$ cat src/sv/vap_div.sv
// pipelined restoring divider, one quotient bit per stage
module vap_div #(
   parameter int NUM_W = 61,
   parameter int DEN_W = 31,
   parameter int QUO_W = 31
) (
   input  logic             clock,
   input  logic             en,
   input  logic [NUM_W-1:0] numer,
   input  logic [DEN_W-1:0] denom,
   output logic [QUO_W-1:0] quot
);
   logic [NUM_W-1:0] num_ff [QUO_W];
   logic [DEN_W-1:0] den_ff [QUO_W];
   logic [DEN_W-1:0] rem_ff [QUO_W];
   logic [QUO_W-1:0] quo_ff [QUO_W];

   for (genvar j = 0; j < QUO_W; j++) begin : g_step
      logic [NUM_W-1:0] num_p;
      logic [DEN_W-1:0] den_p;
      logic [DEN_W-1:0] rem_p;
      logic [QUO_W-1:0] quo_p;
      logic [DEN_W:0]   t;
      if (j == 0) begin : g_first
         assign num_p = numer;
         assign den_p = denom;
         assign rem_p = DEN_W'(numer >> QUO_W);
         assign quo_p = '0;
      end else begin : g_next
         assign num_p = num_ff[j-1];
         assign den_p = den_ff[j-1];
         assign rem_p = rem_ff[j-1];
         assign quo_p = quo_ff[j-1];
      end
      assign t = {rem_p, num_p[QUO_W-1-j]};
      always_ff @(posedge clock) begin
         if (en) begin
            num_ff[j] <= num_p;
            den_ff[j] <= den_p;
            if (t >= {1'b0, den_p}) begin
               rem_ff[j] <= DEN_W'(t - {1'b0, den_p});
               quo_ff[j] <= {quo_p[QUO_W-2:0], 1'b1};
            end else begin
               rem_ff[j] <= DEN_W'(t);
               quo_ff[j] <= {quo_p[QUO_W-2:0], 1'b0};
            end
         end
      end
   end

   assign quot = quo_ff[QUO_W-1];

endmodule

$ cat config.mk
export PLATFORM = sky130hd
export DESIGN_NAME = vap_div
export DESIGN_NICKNAME = d
export VERILOG_FILES = /design/src/sv/vap_div.sv
export SDC_FILE = /design/constraint.sdc
export NUM_CORES = 2
export LEC_CHECK = 0
export BUFFER_PORTS_ARGS = -buffer_cell sky130_fd_sc_hd__buf_4
export CORE_MARGIN = 2
export CORE_UTILIZATION = 50
export CTS_BUF_LIST = sky130_fd_sc_hd__clkbuf_2
export DETAILED_ROUTE_END_ITERATION = 10
export GPL_ROUTABILITY_DRIVEN = 0
export PLACE_DENSITY_LB_ADDON = 0.15
export SETUP_SLACK_MARGIN = 0.3
export SLEW_MARGIN = 5
export SYNTH_ARGS = -nofsm -noshare
export SYNTH_HDL_FRONTEND = slang
export SYNTH_MEMORY_MAX_BITS = 65536
export SYNTH_SLANG_ARGS = --single-unit
$ cat constraint.sdc
create_clock -name clock -period 4.9 [get_ports clock]
set_input_delay 0 -clock clock [delete_from_list [all_inputs] [get_ports clock]]
set_output_delay 0 -clock clock [all_outputs]
set_load 0.05 [all_outputs]
==> qor.csv <==
metric;value;unit
Via density;5.577;
Tcrit/Tclk final;98.87;%
total congestion overflow;0;
PwrDens;599.2;mW/mm²
layout cells sized above 1;14.30;%
sequential fraction of the synthesis area;58.38;%
antenna violations before repair;8;
Post-synth top flop;edfxtp_1;
clk_lat worst skew;2.09;ns
Max Slew Vio Count;0;
core area;0.2884;mm²
CTS Sinks;2821;
clk buf depth;4;
Max FO, Critical Path;15;
placed instance area;0.1507;mm²
Max Cap Violations;0;
CP Capture Type;flop;
largest net degree at the start of global routing;192;
Finish-stage setup viols;0;
Yosys top cell area share;58.37;%
Post-DRT Antenna Nets;0;
I/O pins;125;
Initial Util;50.31;%
Syn-to-layout area delta;11.51;%
status;completed;
fin crit period;4.844;ns
Post-synth EDFFs;2820;
CTS tree;done;
worst vdd ir;0.2332;mV
Fillers;23690;
top post-synthesis cells by area;edfxtp_1 (58%), ha_1 (8.3%), a21oi_1 (3.2%);
Worst EP arrival;6.63;ns
Final HPWL DP;236.9;mm
Avg WL per Cell;19.28;µm
library cells used by synthesis;95;
synth warn;0;
final hold violation count;0;
DIE HEIGHT;542.7;µm
Synth Cell Area;0.1451;mm²
ys async rst share;0;%
Post-route DRC;0;
Worst slew margin;6.429;%
setup TNS;0;ns
first-pass GRT wire length;518.3;mm
most frequent cell after synthesis;edfxtp_1;
Hold Crit Class;flop to flop;
Worst-path clk slew;0.10;ns
Worst-Margin Slew;1.384;ns
gr usage total;22.12;%
FMAX;206.4;MHz
WP data required;6.68;ns
FF+latch count, synth;2821;
IO buf count;124;
Syn Area/Cell;12.32;µm²
Post-synth top cells;edfxtp_1 (2820), inv_1 (1196), ha_1 (961);
vias in the first global route;96240;
TritonCTS Buffers;720;
cell area after layout;0.1618;mm²
DR iter-0 viols;7336;
Leak;66.05;nW
Fin Clk Skew;0.1882;ns
RSZ-0062 raised after global routing;yes;
startpoint types;input port;
Net Count, Synth;12860;
WL final;331.8;mm
clk root buf;clkbuf_2;
DRT Pass-1 Iters;7;
cells after synthesis;11770;
crit path kind;input port to flop;
row count;197;
Die Area;0.2945;mm²
H-Tree Depth;6;
Yosys top cell by area;edfxtp_1;
routed via count;95980;
nets@finish;14000;
Die Wd;542.7;µm
[power by group]
part | total [mW] | internal (mW) | switching, mW
Clock | 16.0 | 6.46 | 9.58
Combinational | 42.7 | 19.7 | 23.1
Sequential | 38.2 | 34.3 | 3.87
[cell type report]
| cell class | count | area (µm²) | area share, % |
|---|---|---|---|
| flip-flops and latches | 2821 | 84700 | 52.36 |
| multi-input cells | 7503 | 54910 | 33.94 |
| repair buffers | 674 | 6386 | 3.947 |
| clock buffers | 994 | 4975 | 3.075 |
| well taps | 3781 | 4731 | 2.924 |
| inverters | 1196 | 4489 | 2.775 |
| clock inverters | 233 | 1564 | 0.9668 |
| diodes | 9 | 22.52 | 0.01392 |
[metrics by stage]
stage,setup slack [ns],power (mW),utilization [%],cells,hold WS (ns)
6_report,0.05560,96.94,56.10,17210,0.3270
5_1_grt,0.2795,104.0,56.10,17210,0.1477
4_1_cts,0.3727,97.23,56.07,17200,0.00004041
3_5_place_dp,0.2937,80.17,52.27,15530,0.1794
3_3_place_gp,0.3592,79.02,52.27,15530,0.1788
2_1_floorplan,1.322,69.59,-,11770,0.09887
[state kept, by name, summed over array words and instances, names as in the netlist]
register / flops
den_ff: 930
num_ff: 465
quo_ff: 496
rem_ff: 930
[timing repair]
action | in CTS | in global routing
endpoints found under the hold margin | 3858 | 0
resized for setup | 1 | 7
endpoints found under the setup margin | 9 | 48
setup buffers | 0 | 1
hold buffers | 439 | 0
pin swaps | 0 | 2
cloned | 0 | 2
[cells by family after synthesis]
family                   synth area share, %
adder cells (fa/ha/maj)                8.702
AO/OA/AOI/OAI                          12.76
AND/OR/NAND/NOR                        7.569
flip-flops                             58.38
multiplexers                           3.999
buffers and inverters                  3.883
XOR/XNOR                               4.709
[worst max-delay path, stage by stage]
cell	delay (ns)
dlygate4sd3_1	0.56
dlygate4sd3_1	0.58
dlygate4sd3_1	0.58
buf_4	0.13
dlygate4sd3_1	0.58
inv_1	0.08
ha_1	0.31
a21o_1	0.21
a21oi_1	0.23
or3b_2	0.48
o21ai_2	0.22
a21oi_2	0.16
a211oi_4	0.25
dlygate4sd3_1	0.58
buf_4	0.20
inv_1	0.10
o21ai_0	0.18
dlygate4sd3_1	0.58
nor3b_1	0.05
dlygate4sd3_1	0.55
[cells in the final DEF (no fill, tap or decap), types with 219 or more instances in the layout]
| cell | netlist | routed |
|---|---|---|
| nand2_1 | 641 | 641 |
| dlygate4sd3_1 | 0 | 437 |
| ha_1 | 961 | 961 |
| a21o_1 | 452 | 452 |
| inv_1 | 1196 | 1196 |
| xor2_1 | 302 | 302 |
| buf_4 | 3 | 219 |
| mux2_2 | 404 | 404 |
| nor2_1 | 660 | 659 |
| a21oi_1 | 929 | 927 |
| clkbuf_2 | 0 | 994 |
| edfxtp_1 | 2820 | 2820 |
| o21ai_0 | 640 | 640 |
| xnor2_1 | 478 | 478 |
[final timing paths]
| check | slack, ns | cells past startpoint | from | endpoint |
|---|---|---|---|---|
| setup / recovery | 0.06 | 20 | denom[12] | rem_ff[0][29] |
| hold / removal | 0.33 | 0 | num_ff[0][383] | num_ff[0][444] |
| hold reg to reg | 0.33 | 0 | num_ff[0][383] | num_ff[0][444] |
| setup reg to reg | 0.47 | 14 | den_ff[1][62] | rem_ff[1][123] |
[metal layers]
metal,vias up,track usage [%],wire (µm)
met3,805,3.821,19380
met5,-,0,14
met4,2,10.44,14980
met1,45730,28.07,139700
li1,46210,-,-
met2,3237,36.80,157800
Note: power is estimated with default switching activity, not from simulation.
