### config.mk
export PLATFORM = sky130hd
export DESIGN_NAME = vap_sqrt
export DESIGN_NICKNAME = d
export VERILOG_FILES = /design/src/sv/vap_sqrt.sv
export SDC_FILE = /design/constraint.sdc
export NUM_CORES = 2
export LEC_CHECK = 0
export BUFFER_PORTS_ARGS = -buffer_cell sky130_fd_sc_hd__buf_4
export CORE_MARGIN = 3
export CORE_UTILIZATION = 58
export DETAILED_ROUTE_END_ITERATION = 6
export PLACE_DENSITY = 0.77
export SYNTH_ARGS = -nofsm -noshare
export SYNTH_HDL_FRONTEND = slang
export SYNTH_SLANG_ARGS = --single-unit
export TNS_END_PERCENT = 100
### constraint.sdc
create_clock -name clock -period 3.61 [get_ports clock]
set_clock_uncertainty 0.15 [all_clocks]
set_input_delay 0.1805 -clock clock [delete_from_list [all_inputs] [get_ports clock]]
set_output_delay 0.1805 -clock clock [all_outputs]
set_load 0.05 [all_outputs]
### src/sv/vap_sqrt.sv
// pipelined integer square root, one result bit per stage
module vap_sqrt #(
   parameter int IN_W = 62
) (
   input  logic                     clock,
   input  logic                     en,
   input  logic [IN_W-1:0]          radicand,
   output logic [(IN_W+1)/2-1:0]    root
);
   localparam int RW = (IN_W + 1) / 2;
   localparam int CW = RW + 3;

   logic [2*RW-1:0] rad_ff  [RW];
   logic [CW-1:0]   rem_ff  [RW];
   logic [RW-1:0]   root_ff [RW];

   for (genvar j = 0; j < RW; j++) begin : g_step
      logic [2*RW-1:0] rad_p;
      logic [CW-1:0]   rem_p;
      logic [RW-1:0]   root_p;
      logic [CW-1:0]   t;
      logic [CW-1:0]   trial;
      if (j == 0) begin : g_first
         assign rad_p  = (2*RW)'(radicand);
         assign rem_p  = '0;
         assign root_p = '0;
      end else begin : g_next
         assign rad_p  = rad_ff[j-1];
         assign rem_p  = rem_ff[j-1];
         assign root_p = root_ff[j-1];
      end
      assign t     = {rem_p[CW-3:0], rad_p[2*(RW-1-j) +: 2]};
      assign trial = {1'b0, root_p, 2'b01};
      always_ff @(posedge clock) begin
         if (en) begin
            rad_ff[j] <= rad_p;
            if (t >= trial) begin
               rem_ff[j]  <= t - trial;
               root_ff[j] <= {root_p[RW-2:0], 1'b1};
            end else begin
               rem_ff[j]  <= t;
               root_ff[j] <= {root_p[RW-2:0], 1'b0};
            end
         end
      end
   end

   assign root = root_ff[RW-1];

endmodule

==> summary.md <==
- **number of buffers added on ports** 94
- **warnings from Yosys** 0
- **net count after synthesis** 9,114
- **Clk network pwr share** 0.311
- **cell with the largest stage delay on the worst path** or4_4
- **ys flop type** edfxtp_1
- **clock buffers created by TritonCTS** 228
- **cell count after synthesis** 8,521
- **Yosys top cell by area** edfxtp_1
- **delay of the slowest cell on the worst path** 550 ps
- **count of antenna-violating nets left after detailed routing** 0
- **Final Worst Setup Slack** 62.5 ps
- **maximum number of pins on one net before global-route repair** 196
- **CP Data Required Time** 4120 ps
- **GPL Wtd Cong** 0.919
- **layout-stage area growth over the synthesis result** 13.6%
- **number of placed cells counting well taps** 11,200
- **maximum clock frequency** 282 MHz
- **post-detailed-routing wire length** 226,000 um
- **root buffer selected by CTS** clkbuf_16
- **Switching Share** 0.283
- **number of global-route vias before repair** 66,300
- **height of the die** 440 um
- **H-tree Lvls** 4
- **number of placed I/O pins** 95
- **most area-consuming cells after synthesis** edfxtp_1 64%, ha_1 6.0%, xor2_1 3.0%, xnor2_1 2.9%, inv_1 2.3%
- **start point of the critical path** rem_ff[0][191]$_DFFE_PP_
- **outcome** finished with violations
- **synthesized flop and latch total** 2,339
- **Worst Hold Launch** en
- **Rel. slew slack** 0.252
- **fraction of synthesized cell area taken by the top area cell type** 0.642
- **count of nets after finishing** 9,646
- **number of core rows** 158
- **Finished Layout Cells** 11,700
- **proportion of synthesized chip area in sequential cells** 0.642
- **setup slack at placement** -116 ps
- **area post-placement** 0.115 mm^2
- **clock sink count** 2,339
- **leakage power summed over all cells** 47.8 nW
- **Avg Cell Area, Syn** 12.8 um^2
- **clock period minus worst slack** 3550 ps
- **count of antenna diodes in the layout** 0
- **Max VDD drop** 483 uV
- **kind of critical path** reg -> reg
- **Total Routing Usage GR** 0.232
- **initial antenna violation count** 6
- **Die Width** 440 um
- **global-route wire length before repair** 356,000 um
- **Max Slew Vio Count** 0
- **share of cells above drive strength 1** 0.101
- **Tightest Pin Transition** 1120 ps
- **clock latency reported for the late side of the worst-skew pair** 880 ps
- **EDFF count, synth** 2,338
- **cell class contributing the biggest share of worst-path delay** simple AND/OR/NAND/NOR gates
- **area of the mapped netlist** 0.109 mm^2
- **crit path launch type** register
- **initial standard-cell utilization of the core** 0.587
- **half-perimeter wire length after detailed placement** 161,000 um
- **critical path capture point type** register
- **worst hold path type** in -> reg
- **setup repair after global routing missed its margin** true
- **MaxCap Viol Count** 0
- **detail-routed via count per cell** 5.74
- **violated checks** DRC
- **highest net fanout along the worst path** 13
- **full die area** 0.194 mm^2
- **share of the clock period used by the worst path after layout** 0.983
- **Clock Pin Slew Worst Setup and Hold Paths** 70 ps
- **number of buffers and inverters on the critical path** 2
- **Setup Viol. Count Final** 0
- **count of routing violations after the opening detailed-route iteration** 5,757
- **arrival time of the worst setup path** 4060 ps
- **clock tree from TritonCTS** done
- **gr ovfl total** 0
- **fraction of registers with async set/reset** 0
- **Comb pwr share** 0.219
- **Distinct cells, synth** 90
- **DRC Markers** 7
- **area inside the core boundary** 0.186 mm^2
- **sequential group share of total power** 0.470
- **launch point of the worst reg-to-reg path** rem_ff[0][191]$_DFFE_PP_
- **final hold violation count** 0
- **Internal** 55.9 mW
- **net switching power** 22.1 mW
- **vias** 67,300
- **final hold slack** 174 ps
- **power density normalized to cell area** 628 mW/mm^2
- **clock buffer depth** 3
- **Routed WL per cell** 19.2 um
- **critical path cell sequence** or4_4 > or3_4 > or4_4 > or3_4 > nor3_4 > nand2_2 > nor3b_4 > buf_4 > clkbuf_16 > nand2_1 > o31ai_1
- **number of detailed-route iterations in the first pass** 7
- **final instance area** 0.124 mm^2
power by group through the flow:
| stage | registers (mW) | logic [mW] | clock network [mW] |
|---|---|---|---|
| floorplan | 36.3 | 12.2 | 0 |
| global placement | 37.2 | 16.3 | 0 |
| detailed placement | 37.2 | 16.6 | 0 |
| CTS | 36.7 | 16.9 | 24.8 |
| global route | 37.0 | 18.9 | 25.9 |
| finish | 36.7 | 17.1 | 24.2 |
worst paths after layout:
kind / slack, ps / depth (start not counted) / endpoint
max: 60 / 11 / rem_ff[0][207]$_DFFE_PP_
min: 170 / 2 / rem_ff[0][298]$_DFFE_PP_
max reg2reg: 60 / 11 / rem_ff[0][207]$_DFFE_PP_
min reg2reg: 250 / 0 / rad_ff[1][76]$_DFFE_PP_
layout make-up:
type	instances	area (um^2)
clock buffers	269	5860
clock inverters	154	1890
fillers	13200	62200
inverters	683	2560
multi-input cells	5297	36200
flip-flops and latches	2339	70200
well taps	2480	3100
repair buffers	504	4350
cells in the mapped netlist (all sizes together), types with 12 or more instances:
library cell  instances
and2                 47
and3                 48
nand2b              128
o211ai               32
o31ai                48
a221oi               17
o22ai                12
nor3b                18
a21oi               495
or4                  64
buf                  17
o21bai               49
or3                 104
a211oi               38
nand3               126
nor3                219
a21boi               25
a21o                203
a2111oi              17
mux2                 70
nand4                91
o21a                 94
xnor2               361
inv                 683
nor2                481
clkbuf              185
edfxtp             2338
xor2                380
a211o                19
nand2               598
o31a                 15
nor2b                72
o311ai               12
nor4                118
a31oi                37
ha                  529
nor4b                25
mux2i                16
o21ai               489
or2                  42
nand3b               27
state kept, by name, summed over array words and instances, names as in the netlist:
name     cells
root_ff    496
rem_ff     913
rad_ff     930
cells in the final DEF (no fill, tap or decap), types with 203 or more instances in the layout:
| master | Yosys | routed |
|---|---|---|
| buf_4 | 0 | 355 |
| nor2_1 | 481 | 479 |
| clkbuf_16 | 0 | 229 |
| ha_1 | 529 | 528 |
| edfxtp_1 | 2338 | 2338 |
| nand2_1 | 597 | 597 |
| a21oi_1 | 495 | 484 |
| xor2_1 | 380 | 380 |
| a21o_1 | 203 | 203 |
| nor3_1 | 214 | 208 |
| inv_1 | 680 | 680 |
| xnor2_1 | 361 | 361 |
| o21ai_0 | 487 | 475 |
worst register-to-register path: cells and delay by family (launching register included):
kind | cells | cell delay [ps]
AOI/OAI and AO/OA | 1 | 90
buffers and inverters | 2 | 340
and+or+nand+nor | 8 | 2360
DFF | 1 | 400
what timing repair did:
item	CTS	global route
pin swaps	0	11
gates cloned	0	2
gates resized for setup	12	80
buffers inserted	0	6
setup endpoints to repair	32	239
hold endpoints to repair	243	0
hold buffers	126	0
routing by layer:
metal / global-route usage / vias to the layer above / wire length (um)
li1: - / 32500 / -
met1: 0.301 / 32500 / 93900
met2: 0.404 / 1746 / 114000
met3: 0.0302 / 444 / 10500
met4: 0.0754 / 2 / 6920
met5: 0 / - / 13
per-stage QoR:
| stage | TNS, ps | power (mW) | util |
|---|---|---|---|
| 5_1_grt | -290 | 81.8 | 0.666 |
| 3_5_place_dp | -1100 | 53.8 | 0.616 |
| 6_report | 0 | 78.0 | 0.666 |
| 3_3_place_gp | -579 | 53.4 | 0.616 |
| 2_1_floorplan | 0 | 48.4 | - |
| 4_1_cts | 0 | 78.4 | 0.664 |
cells by family (layout without fill, tap and decap cells):
kind of cell | count (synthesis) | count (layout) | share of synthesized area
flops | 2339 | 2339 | 0.642
simple gates | 2254 | 2254 | 0.104
buf+inv | 885 | 1610 | 0.0306
compound gates | 1687 | 1687 | 0.0949
mux | 86 | 86 | 0.00867
xor+xnor | 741 | 741 | 0.0593
fa+ha+maj | 529 | 529 | 0.0605
Note: power is estimated with default switching activity, not from simulation.
